<file path="src/rtl/core/nhr_ag_pkg.sv">
// shared types, constants and helpers of the all-gather step scheduler
`default_nettype none

package nhr_ag_pkg;

    // field widths
    localparam int unsigned RankW  = 7;
    localparam int unsigned PosW   = 6;
    localparam int unsigned StepW  = 3;
    localparam int unsigned CountW = 6;

    // at most this many slice results per step
    localparam logic [CountW-1:0] ResultLimit = 6'd32;

    // configuration register indexes
    typedef enum logic {
        REG_RANK_COUNT  = 1'b0,
        REG_MY_POSITION = 1'b1
    } reg_index_t;

    // controller to datapath commands
    typedef struct packed {
        logic load;
        logic div_step;
        logic calc;
        logic emit;
        logic emit_err;
    } dp_cmd_t;

    // datapath to controller status
    typedef struct packed {
        logic step_err;
        logic div_last;
        logic out_free;
        logic last_slice;
    } dp_status_t;

    // number of doubling steps to cover n members: ceil(log2(n))
    function automatic logic [StepW-1:0] step_total(input logic [RankW-1:0] n);
        logic [StepW-1:0] s;
        s = '0;
        for (int i = 0; i < RankW; i++) begin
            if ((8'd1 << i) < {1'b0, n}) begin
                s = StepW'(i + 1);
            end
        end
        return s;
    endfunction

endpackage

`default_nettype wire

</file>
<file path="src/rtl/core/nhr_ag_cfg_regs.sv">
// apb register file holding group size and node position
`default_nettype none

module nhr_ag_cfg_regs (
    input  wire logic                         aclk,
    input  wire logic                         aresetn,
    input  wire logic                         psel,
    input  wire logic                         penable,
    input  wire logic                         pwrite,
    input  wire logic [2:0]                   paddr,
    input  wire logic [31:0]                  pwdata,
    output logic      [31:0]                  prdata,
    output logic                              pready,
    output logic      [nhr_ag_pkg::RankW-1:0] rank_count,
    output logic      [nhr_ag_pkg::PosW-1:0]  my_position
);

    logic [nhr_ag_pkg::RankW-1:0] rank_count_reg;
    logic [nhr_ag_pkg::PosW-1:0]  my_position_reg;
    nhr_ag_pkg::reg_index_t       index;
    logic                         wr_en;

    assign pready = 1'b1;
    assign index  = nhr_ag_pkg::reg_index_t'(paddr[2]);
    assign wr_en  = psel & penable & pwrite & pready;

    // register writes in the access phase
    always_ff @(posedge aclk) begin
        if (!aresetn) begin
            rank_count_reg  <= nhr_ag_pkg::RankW'(1);
            my_position_reg <= '0;
        end else if (wr_en) begin
            unique case (index)
                nhr_ag_pkg::REG_RANK_COUNT:  rank_count_reg  <= pwdata[nhr_ag_pkg::RankW-1:0];
                nhr_ag_pkg::REG_MY_POSITION: my_position_reg <= pwdata[nhr_ag_pkg::PosW-1:0];
                default: ;
            endcase
        end
    end

    // read mux
    always_comb begin
        unique case (index)
            nhr_ag_pkg::REG_RANK_COUNT:  prdata = 32'(rank_count_reg);
            nhr_ag_pkg::REG_MY_POSITION: prdata = 32'(my_position_reg);
            default:                     prdata = '0;
        endcase
    end

    assign rank_count  = rank_count_reg;
    assign my_position = my_position_reg;

endmodule

`default_nettype wire

</file>
<file path="src/rtl/core/nhr_ag_ctrl.sv">
// sequencing state machine of the step scheduler
`default_nettype none

module nhr_ag_ctrl (
    input  wire logic                   aclk,
    input  wire logic                   aresetn,
    input  wire logic                   in_valid,
    output logic                        in_ready,
    input  wire nhr_ag_pkg::dp_status_t status,
    output nhr_ag_pkg::dp_cmd_t         cmd
);

    typedef enum logic [2:0] {
        ST_IDLE,
        ST_CHECK,
        ST_DIV,
        ST_CALC,
        ST_EMIT,
        ST_ERR
    } state_t;

    state_t state_reg;
    state_t state_next;

    assign in_ready = (state_reg == ST_IDLE);

    // next state and commands
    always_comb begin
        state_next = state_reg;
        cmd        = '0;
        unique case (state_reg)
            ST_IDLE: begin
                if (in_valid) begin
                    cmd.load   = 1'b1;
                    state_next = ST_CHECK;
                end
            end
            ST_CHECK: begin
                state_next = status.step_err ? ST_ERR : ST_DIV;
            end
            ST_DIV: begin
                cmd.div_step = 1'b1;
                if (status.div_last) begin
                    state_next = ST_CALC;
                end
            end
            ST_CALC: begin
                cmd.calc   = 1'b1;
                state_next = ST_EMIT;
            end
            ST_EMIT: begin
                if (status.out_free) begin
                    cmd.emit = 1'b1;
                    if (status.last_slice) begin
                        state_next = ST_IDLE;
                    end
                end
            end
            ST_ERR: begin
                if (status.out_free) begin
                    cmd.emit_err = 1'b1;
                    state_next   = ST_IDLE;
                end
            end
            default: state_next = ST_IDLE;
        endcase
    end

    always_ff @(posedge aclk) begin
        if (!aresetn) begin
            state_reg <= ST_IDLE;
        end else begin
            state_reg <= state_next;
        end
    end

endmodule

`default_nettype wire

</file>
<file path="src/rtl/core/nhr_ag_dp.sv">
// datapath: position reduction, peers, slice walk and output register
`default_nettype none

module nhr_ag_dp #(
    parameter int MAX_RANKS = 64
) (
    input  wire logic                          aclk,
    input  wire logic                          aresetn,
    input  wire logic [nhr_ag_pkg::RankW-1:0]  rank_count,
    input  wire logic [nhr_ag_pkg::PosW-1:0]   my_position,
    input  wire logic [nhr_ag_pkg::StepW-1:0]  step,
    input  wire nhr_ag_pkg::dp_cmd_t           cmd,
    output nhr_ag_pkg::dp_status_t             status,
    input  wire logic                          out_ready,
    output logic                               out_valid,
    output logic [nhr_ag_pkg::PosW-1:0]        send_peer,
    output logic [nhr_ag_pkg::PosW-1:0]        recv_peer,
    output logic [nhr_ag_pkg::CountW-1:0]      slice_count,
    output logic [nhr_ag_pkg::PosW-1:0]        tx_slice,
    output logic [nhr_ag_pkg::PosW-1:0]        rx_slice,
    output logic                               last,
    output logic                               step_error
);

    localparam int unsigned RankW  = nhr_ag_pkg::RankW;
    localparam int unsigned PosW   = nhr_ag_pkg::PosW;
    localparam int unsigned StepW  = nhr_ag_pkg::StepW;
    localparam int unsigned CountW = nhr_ag_pkg::CountW;
    localparam logic [RankW:0] MaxRanks = (RankW+1)'(MAX_RANKS);

    // per-request registers
    logic [RankW-1:0]  n_reg;
    logic [StepW-1:0]  s_reg;
    logic [StepW-1:0]  step_reg;
    logic [PosW-1:0]   div_reg;
    logic [RankW-1:0]  pos_reg;
    logic [2:0]        div_cnt_reg;
    logic [RankW-1:0]  d2m_reg;
    logic [RankW-1:0]  sp_reg;
    logic [RankW-1:0]  rp_reg;
    logic [CountW-1:0] cnt_reg;
    logic [RankW-1:0]  tx_reg;
    logic [RankW-1:0]  rx_reg;
    logic [CountW-1:0] left_reg;

    // output register
    logic              out_valid_reg;
    logic [PosW-1:0]   send_peer_reg;
    logic [PosW-1:0]   recv_peer_reg;
    logic [CountW-1:0] slice_count_reg;
    logic [PosW-1:0]   tx_slice_reg;
    logic [PosW-1:0]   rx_slice_reg;
    logic              last_reg;
    logic              step_error_reg;

    logic [RankW-1:0]  n_eff;
    logic [RankW:0]    div_trial;
    logic [RankW-1:0]  div_rem_next;
    logic [RankW-1:0]  d;
    logic [RankW:0]    d2;
    logic [RankW:0]    sp_sum;
    logic [RankW:0]    rp_sum;
    logic [RankW:0]    cnt_num;
    logic [RankW:0]    cnt_raw;
    logic [RankW:0]    tx_sum;
    logic [RankW:0]    rx_sum;
    logic [RankW-1:0]  tx_next;
    logic [RankW-1:0]  rx_next;
    logic              out_free;

    // effective group size: zero reads as one, saturate at the maximum
    always_comb begin
        priority if (rank_count == '0) begin
            n_eff = RankW'(1);
        end else if ({1'b0, rank_count} > MaxRanks) begin
            n_eff = RankW'(MaxRanks);
        end else begin
            n_eff = rank_count;
        end
    end

    // one restoring step of position mod n
    assign div_trial    = {pos_reg, div_reg[PosW-1]};
    assign div_rem_next = (div_trial >= {1'b0, n_reg}) ?
                          RankW'(div_trial - {1'b0, n_reg}) : div_trial[RankW-1:0];

    // peer distance and derived values
    assign d       = RankW'(1) << (s_reg - step_reg - StepW'(1));
    assign d2      = {d, 1'b0};
    assign sp_sum  = {1'b0, pos_reg} + {1'b0, d};
    assign rp_sum  = {1'b0, pos_reg} + {1'b0, n_reg} - {1'b0, d};
    assign cnt_num = {1'b0, n_reg} - (RankW+1)'(1) + {1'b0, d};
    assign cnt_raw = cnt_num >> (s_reg - step_reg);

    // slice indices step down by twice the distance modulo n
    assign tx_sum  = {1'b0, tx_reg} + {1'b0, n_reg} - {1'b0, d2m_reg};
    assign rx_sum  = {1'b0, rx_reg} + {1'b0, n_reg} - {1'b0, d2m_reg};
    assign tx_next = (tx_sum >= {1'b0, n_reg}) ? RankW'(tx_sum - {1'b0, n_reg})
                                               : tx_sum[RankW-1:0];
    assign rx_next = (rx_sum >= {1'b0, n_reg}) ? RankW'(rx_sum - {1'b0, n_reg})
                                               : rx_sum[RankW-1:0];

    assign out_free = !out_valid_reg || out_ready;

    assign status.step_err   = (step_reg >= s_reg);
    assign status.div_last   = (div_cnt_reg == '0);
    assign status.out_free   = out_free;
    assign status.last_slice = (left_reg == CountW'(1));

    // request setup, reduction and schedule registers
    always_ff @(posedge aclk) begin
        if (cmd.load) begin
            n_reg       <= n_eff;
            s_reg       <= nhr_ag_pkg::step_total(n_eff);
            step_reg    <= step;
            div_reg     <= my_position;
            pos_reg     <= '0;
            div_cnt_reg <= 3'(PosW - 1);
        end
        if (cmd.div_step) begin
            pos_reg     <= div_rem_next;
            div_reg     <= {div_reg[PosW-2:0], 1'b0};
            div_cnt_reg <= div_cnt_reg - 3'd1;
        end
        if (cmd.calc) begin
            sp_reg   <= (sp_sum >= {1'b0, n_reg}) ? RankW'(sp_sum - {1'b0, n_reg})
                                                  : sp_sum[RankW-1:0];
            rp_reg   <= (rp_sum >= {1'b0, n_reg}) ? RankW'(rp_sum - {1'b0, n_reg})
                                                  : rp_sum[RankW-1:0];
            rx_reg   <= (rp_sum >= {1'b0, n_reg}) ? RankW'(rp_sum - {1'b0, n_reg})
                                                  : rp_sum[RankW-1:0];
            tx_reg   <= pos_reg;
            d2m_reg  <= (d2 >= {1'b0, n_reg}) ? RankW'(d2 - {1'b0, n_reg})
                                              : d2[RankW-1:0];
            if (cnt_raw > (RankW+1)'(nhr_ag_pkg::ResultLimit)) begin
                cnt_reg  <= nhr_ag_pkg::ResultLimit;
                left_reg <= nhr_ag_pkg::ResultLimit;
            end else begin
                cnt_reg  <= CountW'(cnt_raw);
                left_reg <= CountW'(cnt_raw);
            end
        end
        if (cmd.emit) begin
            tx_reg   <= tx_next;
            rx_reg   <= rx_next;
            left_reg <= left_reg - CountW'(1);
        end
    end

    // output register payload
    always_ff @(posedge aclk) begin
        if (cmd.emit) begin
            send_peer_reg   <= sp_reg[PosW-1:0];
            recv_peer_reg   <= rp_reg[PosW-1:0];
            slice_count_reg <= cnt_reg;
            tx_slice_reg    <= tx_reg[PosW-1:0];
            rx_slice_reg    <= rx_reg[PosW-1:0];
            last_reg        <= (left_reg == CountW'(1));
            step_error_reg  <= 1'b0;
        end else if (cmd.emit_err) begin
            send_peer_reg   <= '0;
            recv_peer_reg   <= '0;
            slice_count_reg <= '0;
            tx_slice_reg    <= '0;
            rx_slice_reg    <= '0;
            last_reg        <= 1'b1;
            step_error_reg  <= 1'b1;
        end
    end

    // output valid
    always_ff @(posedge aclk) begin
        if (!aresetn) begin
            out_valid_reg <= 1'b0;
        end else if (cmd.emit || cmd.emit_err) begin
            out_valid_reg <= 1'b1;
        end else if (out_ready) begin
            out_valid_reg <= 1'b0;
        end
    end

    assign out_valid   = out_valid_reg;
    assign send_peer   = send_peer_reg;
    assign recv_peer   = recv_peer_reg;
    assign slice_count = slice_count_reg;
    assign tx_slice    = tx_slice_reg;
    assign rx_slice    = rx_slice_reg;
    assign last        = last_reg;
    assign step_error  = step_error_reg;

endmodule

`default_nettype wire

</file>
<file path="src/rtl/core/nhr_allgather_step_schedule.sv">
// all-gather step scheduler: for one step number, emits the exchange plan
//
// the host sets rank_count (offset 0) and my_position (offset 4) over apb
// while the block is idle. each transfer on the s_ stream carries a step
// number; the block answers on the m_ stream with one transfer per slice
// exchanged in that step (send/recv peers, slice count, tx and rx slice
// indices), tlast on the final one. a step at or beyond ceil(log2(n))
// gives a single transfer with tuser and tlast set and all data fields
// zero. after acceptance the request passes a check state, then the
// reduction of the position modulo n (one quotient bit per cycle) and a
// setup state, then gives one result per cycle while the receiver keeps
// up; an error request goes from the check state to an error state that
// gives the single error result. one request is handled at a time;
// s_tready is high only between requests, and may be high while the last
// result of the previous request still waits in the output register.
// when the receiver stalls, results hold in the output register and the
// walk pauses. reset returns rank_count = 1, my_position = 0 and an
// empty output register.
`default_nettype none

module nhr_allgather_step_schedule #(
    parameter int MAX_RANKS = 64
) (
    input  wire logic        aclk,
    input  wire logic        aresetn,
    // request stream
    input  wire logic        s_tvalid,
    output logic             s_tready,
    input  wire logic [7:0]  s_tdata,   // [2:0] step
    // result stream
    output logic             m_tvalid,
    input  wire logic        m_tready,
    output logic [31:0]      m_tdata,   // [5:0] send_peer, [11:6] recv_peer,
                                        // [17:12] slice_count, [23:18] tx_slice,
                                        // [29:24] rx_slice
    output logic             m_tlast,
    output logic             m_tuser,   // [0] step_error
    // configuration
    input  wire logic        psel,
    input  wire logic        penable,
    input  wire logic        pwrite,
    input  wire logic [2:0]  paddr,
    input  wire logic [31:0] pwdata,
    output logic [31:0]      prdata,
    output logic             pready
);

    logic [nhr_ag_pkg::RankW-1:0]  rank_count;
    logic [nhr_ag_pkg::PosW-1:0]   my_position;
    nhr_ag_pkg::dp_cmd_t           cmd;
    nhr_ag_pkg::dp_status_t        status;
    logic [nhr_ag_pkg::PosW-1:0]   send_peer;
    logic [nhr_ag_pkg::PosW-1:0]   recv_peer;
    logic [nhr_ag_pkg::CountW-1:0] slice_count;
    logic [nhr_ag_pkg::PosW-1:0]   tx_slice;
    logic [nhr_ag_pkg::PosW-1:0]   rx_slice;

    nhr_ag_cfg_regs u_cfg (
        .aclk        (aclk),
        .aresetn     (aresetn),
        .psel        (psel),
        .penable     (penable),
        .pwrite      (pwrite),
        .paddr       (paddr),
        .pwdata      (pwdata),
        .prdata      (prdata),
        .pready      (pready),
        .rank_count  (rank_count),
        .my_position (my_position)
    );

    nhr_ag_ctrl u_ctrl (
        .aclk     (aclk),
        .aresetn  (aresetn),
        .in_valid (s_tvalid),
        .in_ready (s_tready),
        .status   (status),
        .cmd      (cmd)
    );

    nhr_ag_dp #(
        .MAX_RANKS (MAX_RANKS)
    ) u_dp (
        .aclk        (aclk),
        .aresetn     (aresetn),
        .rank_count  (rank_count),
        .my_position (my_position),
        .step        (s_tdata[nhr_ag_pkg::StepW-1:0]),
        .cmd         (cmd),
        .status      (status),
        .out_ready   (m_tready),
        .out_valid   (m_tvalid),
        .send_peer   (send_peer),
        .recv_peer   (recv_peer),
        .slice_count (slice_count),
        .tx_slice    (tx_slice),
        .rx_slice    (rx_slice),
        .last        (m_tlast),
        .step_error  (m_tuser)
    );

    // pack result fields, lowest first
    assign m_tdata = {2'b00, rx_slice, tx_slice, slice_count, recv_peer, send_peer};

endmodule

`default_nettype wire
</file>
<file path="config.mk">
export PLATFORM = sky130hd
export DESIGN_NAME = nhr_allgather_step_schedule
export DESIGN_NICKNAME = d
export VERILOG_FILES = /design/src/rtl/core/nhr_ag_pkg.sv /design/src/rtl/core/nhr_ag_cfg_regs.sv /design/src/rtl/core/nhr_ag_ctrl.sv /design/src/rtl/core/nhr_ag_dp.sv /design/src/rtl/core/nhr_allgather_step_schedule.sv
export SDC_FILE = /design/constraint.sdc
export NUM_CORES = 1
export LEC_CHECK = 0
export ABC_AREA = 1
export ABC_CLOCK_PERIOD_IN_PS = 5050
export BUFFER_PORTS_ARGS = -buffer_cell sky130_fd_sc_hd__buf_2
export CORE_MARGIN = 2
export CORE_UTILIZATION = 30
export CTS_CLUSTER_SIZE = 40
export DETAILED_ROUTE_END_ITERATION = 10
export PLACE_DENSITY = 0.56
export SYNTH_ARGS = -nofsm -noshare
export SYNTH_HDL_FRONTEND = slang
export SYNTH_HIERARCHICAL = 1
export SYNTH_SLANG_ARGS = --single-unit
</file>
<file path="constraint.sdc">
create_clock -name aclk -period 5.05 [get_ports aclk]
set_input_delay 0.7575 -clock aclk [delete_from_list [all_inputs] [get_ports aclk]]
set_output_delay 0.7575 -clock aclk [all_outputs]
set_load 0.01 [all_outputs]
</file>
==> results.md, run 1 <==
* Maxcap violations at 0
* Max Fclk at 212.4 MHz
* Largest net degree at the start of global routing at between 50 and 60
* Most frequent cells in the layout: nand2_1 (236), inv_1 (232), edfxtp_1 (104), ha_1 (91), nand3_1 (85)
* P&R area growth vs syn at 13.76%
* Die area at roughly 35000 um^2
* Port buffer count at 58
* Post-synth EDFFs at 104
* Initial Util at between 30 and 40%
* Depth of the most critical reg-to-reg path at 22
* Post-synth ARST share at 0%
* IO Pins at 119
* Num CTS Buffers at 17
* Vias at between 7000 and 8000
* Max clock buf depth at 2
* Die Span Y at between 150 and 200 um
* Kind of critical path: reg2reg
* Synth warn at 6
* Num rows at 66
* Vias/cell at 4.354
* Die width at between 150 and 200 um
* GRT Util Overall at 13.38%
* Final critical-path share of the clock period at 93.21%
* Drt first pass iters at 5
* Leading cell type in the layout, fill and taps excluded: nand2_1
* Tightest Pin Transition at between 700 and 800 ps
* ANT cells at 0
* Top FF cell, synth: edfxtp_1
* Clock slew at reported path FFs at approximately 60 ps
* Layout cell share with drive strength beyond 1 at roughly 15%
* Worst Hold Path Cells at 2
* Synth cell types at about 50
* Nets at around 1400
* Initial antenna violation count at 0
* Fill cells at 3396
* H-tree depth at 4
* DR iter-0 viols at 473
* WP data arrival at 4880 ps
* Total negative slack at 0 ps
* Core area at roughly 33000 um^2
* RSZ-0062 raised after global routing: no
* Minimum clock period at between 4000 and 5000 ps
* Layout Skew at 17.61 ps
* Req. time, crit path at 5220 ps
* CTS Sinks at about 120
* DRC at 0
* Routed Antenna Nets at 0
* Worst Setup Start Kind: flip-flop
* Fin. max-slew vios at 0
* CP Capture Type: flip-flop
* Synthesized cell area at between 9000 and 10000 um^2
* Slew Limit Headroom at a little under half
* CTS tree: done
* Worst skew pair latency at roughly 430 ps
* Final Hold Vio Count at 0
* Maximum net fanout on the critical path at 13
* Post-DP HPWL at roughly 17000 um
* Global-route wire length before repair at 35960 um
* Gpl congestion at ~0.88
* # hold bufs at CTS at 0
* Final setup fails at 0
* Post-synthesis sequential area ratio at between 30% and 40%
* Syn_area_per_cell at just over 8 um^2
* Detailed Route WL at 22210 um
* FF+latch count, synth at approximately 120
* Clock root cell: clkbuf_16
* WL/cell at 12.83 um
* Vias in the first global route at between 7000 and 8000
* Grt ovf at 0
* Worst hold path type: reg2reg
* Outcome: complete, no violations
* Mapped Cells at 1202
-- worst paths after layout --
| check | slack (ps) | startpoint | to |
|---|---|---|---|
| max reg2reg | 340 | u_dp/step_reg[0] | u_dp/rx_reg[0] |
| min | 480 | u_dp/step_error | u_dp/step_error |
| max | 340 | u_dp/step_reg[0] | u_dp/rx_reg[0] |
| min reg2reg | 480 | u_dp/step_error | u_dp/step_error |
-- cell usage after synthesis, types with 2 or more instances --
cell | count | area share, %
nand2_1 | 236 | 8.9
inv_1 | 232 | 8.7
edfxtp_1 | 104 | 31
ha_1 | 91 | 11
nand3_1 | 85 | 4.3
nor2_1 | 78 | 2.9
a21oi_1 | 61 | 3.1
o21ai_0 | 43 | 2.2
buf_4 | 33 | 2.5
xor2_1 | 31 | 2.7
fa_1 | 30 | 6.0
dfxtp_1 | 19 | 3.8
nand3_2 | 19 | 1.9
xnor2_1 | 17 | 1.5
nand2_2 | 11 | 0.69
o21ai_1 | 11 | 0.55
inv_2 | 8 | 0.30
buf_6 | 7 | 0.79
clkbuf_1 | 7 | 0.26
a31oi_1 | 6 | 0.38
buf_2 | 6 | 0.30
nor2_2 | 6 | 0.38
nor3_1 | 6 | 0.30
o21ai_2 | 6 | 0.53
nand4_1 | 5 | 0.31
or2_2 | 5 | 0.31
a21oi_2 | 3 | 0.26
conb_1 | 3 | 0.11
nand3b_1 | 3 | 0.23
nor2_4 | 3 | 0.34
o21bai_1 | 3 | 0.23
a21o_1 | 2 | 0.15
o211ai_1 | 2 | 0.15
o22ai_1 | 2 | 0.13
xnor2_2 | 2 | 0.33
-- per-layer routing --
metal / part of all wire, % / global-route usage, % / up-vias
met5: 0 / 0 / -
met4: 1.9 / 4.441 / 0
met3: 3.7 / 2.745 / 21
met2: 46 / 22.65 / 141
met1: 48 / 17.05 / 3416
li1: - / - / 3958
-- cell families (layout without fill, tap and decap cells) --
kind of cell	count (synthesis)	count (layout)	synth area share, %
adder cells (fa/ha/maj)	121	121	17.45
XOR/XNOR	50	50	4.544
multiplexers	1	1	0.1004
AO/OA/AOI/OAI	147	147	8.523
AND/OR/NAND/NOR	463	463	21.16
other	3	28	0.1130
buffers and inverters	294	356	12.97
flip-flops	123	123	35.14
-- critical path, cell delays in order (launching register included) --
cell and delay (ps):
edfxtp_1 370, ha_1 210, fa_2 340, or2_1 240, nand2_2 170, nor2_1 110, fa_1 490, inv_1 40
ha_1 340, a21oi_1 160, nand2_1 110, a21oi_1 150, o21ai_0 100, xor2_1 230, ha_1 320, a21oi_1 190
o21ai_2 90, o21ai_2 220, nand3_4 190, nand2_1 90, o21ai_1 90, nand2_1 120, o21ai_2 70
-- per-stage QoR --
stage	hold slack (ps)	setup WS [ps]	utilization [%]	std cells	area (um^2)
floorplan	441.2	488.6	-	1227	10060
global route	490.4	13.32	34.76	1731	11340
global placement	451.7	204.6	32.85	1698	10720
CTS	481.0	71.69	34.65	1730	11300
detailed placement	469.7	88.41	32.85	1698	10720
finish	476.3	342.9	34.76	1731	11340
-- cell type report --
cell class / count / area [um^2] / area share, %
Clock inverter: 15 / 161.4 / 1.423
Multi-Input combinational cell: 810 / 5309 / 46.82
Timing Repair Buffer: 83 / 478.0 / 4.215
Sequential cell: 123 / 3503 / 30.89
Tap cell: 442 / 553.0 / 4.877
Inverter: 241 / 909.6 / 8.022
Clock buffer: 17 / 425.4 / 3.752
-- what timing repair did --
item | in CTS | in global routing
resized for setup | 0 | 8
endpoints found under the setup margin | 0 | 13
setup buffers | 0 | 1
Power of run 1 is not shown: default switching activity piles up to over one toggle a cycle in this logic, so the estimate is an artifact.
==> run 2: changes to the inputs <==
- CORE_UTILIZATION: 30 -> 60
- PLACE_DENSITY: 0.56 -> 0.91
==> results.md, run 2 (synthesis results as in run 1) <==
* DRC at 0
* Layout Skew at between 10 and 15 ps
* WP data arrival at 5140 ps
* Clock root cell: clkbuf_16
* Worst Setup Start Kind: flip-flop
* Die width at between 100 and 150 um
* Detailed Route WL at roughly 24000 um
* Slew Limit Headroom at between 30% and 40%
* ANT cells at 0
* Post-DP HPWL at about 17000 um
* Num rows at 47
* Core area at roughly 16000 um^2
* DR iter-0 viols at slightly above 800
* Setup ws final at roughly 82 ps
* CP Capture Type: flip-flop
* Final setup fails at 0
* Worst hold path type: reg2reg
* Req. time, crit path at approximately 5200 ps
* Depth of the most critical reg-to-reg path at 23
* Cell Chain, Critical Path: ha_1 > fa_2 > inv_1 > nor2_1 > inv_1 > nor2_2 > ha_1 > inv_1 > ha_1 > inv_1 > fa_2 > o21ai_2 > xor2_1 > inv_1 > ha_1 > nand2_1 > nor4b_4 > o21ai_4 > nand3_4 > buf_4 > o21ai_2 > nand2_1 > nand2_1
* Max Fclk at a little over 200 MHz
* Fin. max-slew vios at 0
* IO Pins at between 100 and 150
* Die area at 17660 um^2
* # hold bufs at CTS at 0
* Nets at about 1400
* Grt ovf at 0
* CTS Sinks at 123
* Initial antenna violation count at 0
* Drt first pass iters at 5
* Crit path largest cell delay at approximately 580 ps
* Leading cell type in the layout, fill and taps excluded: nand2_1
* Routed Antenna Nets at 0
* Outcome: complete, no violations
* Slowest CP cell: fa_2
* Vias/cell at between 5 and 6
* Tightest Pin Transition at about 940 ps
* Final core occ at about two thirds
* WL/cell at around 16 um
* Gpl congestion at 0.9717
* Worst skew pair latency at 420 ps
* Final critical-path share of the clock period at a little over nine tenths
* Pre-CTS WS at approximately 48 ps
* Global-route wire length before repair at roughly 37000 um
* Port buffer count at 58
* Final Hold Vio Count at 0
* Maximum net fanout on the critical path at 7
* H-tree depth at 4
* Num CTS Buffers at 17
* Most frequent cells in the layout: nand2_1 (236), inv_1 (232), edfxtp_1 (104), ha_1 (91), nand3_1 (85)
* Vias at about 8300
* Layout cell share with drive strength beyond 1 at 15.13%
* Max clock buf depth at 2
* Kind of critical path: reg2reg
* Minimum clock period at slightly below 5000 ps
* Worst Hold Path Cells at 2
* Largest net degree at the start of global routing at 55
* Most frequent CP cell: inv_1
* Vias in the first global route at approximately 7900
* Die Span Y at around 130 um
* P&R area growth vs syn at 11.59%
* Clock slew at reported path FFs at about 60 ps
* Initial Util at between 60% and 70%
* GRT Util Overall at a little over a quarter
* CTS tree: done
* Maxcap violations at 0
==> run 2: cell count changes in the layout (fill, tap and decap cells not counted), sizes merged <==
| cell | before | now |
|---|---|---|
| clkbuf | 17 | 20 |
| clkinvlp | 3 | 0 |
| bufinv | 2 | 0 |
| buf | 83 | 82 |
| clkinv | 4 | 5 |
| inv | 247 | 248 |
| nand3 | 105 | 106 |
==> run 2: through the flow <==
stage	hold WS, ps	instances	cell area, um^2	TNS, ps
final	489.5	1509	11120	0
after global routing	495.1	1509	11120	-738.8
after CTS	490.5	1504	11010	0
after detailed placement	455.0	1472	10410	0
after global placement	450.8	1472	10410	0
after floorplan	441.2	1227	10060	0
==> run 2: final timing paths <==
kind | from | to | slack [ps]
max reg2reg | u_dp/step_reg[0] | u_dp/rx_reg[4] | 80
min | u_dp/step_error | u_dp/step_error | 490
max | u_dp/step_reg[0] | u_dp/rx_reg[4] | 80
min reg2reg | u_dp/step_error | u_dp/step_error | 490
==> run 2: per-layer routing <==
layer  share of wire, %  global-route usage, %  up-vias
li1                   -                      -     3968
met1                 38                  30.61     3811
met2                 50                  45.83      458
met3                8.3                  5.747       88
met4                4.1                  12.72        0
met5                  0                      0        -
==> run 2: worst max-delay path, delay by kind of cell (launching register included) <==
kind	cells	cell delay, ps
fa+ha+maj	6	1980
simple gates	7	1070
buf+inv	6	620
compound gates	3	400
flops	1	370
xor+xnor	1	260
==> run 2: layout make-up <==
class                   instances  area [um^2]
well taps                     220        275.3
inverters                     241        909.6
fillers                      1157         5284
flip-flops and latches        123         3503
repair buffers                 82        470.5
multi-input cells             811         5368
clock inverters                12        96.34
clock buffers                  20        500.5
==> run 2: timing repair <==
action	4_1_cts	5_1_grt
resized for setup	1	16
cloned	0	1
pin swaps	0	5
setup endpoints to repair	2	13
buffers inserted	0	4
Power of run 2 is left out for the same reason.
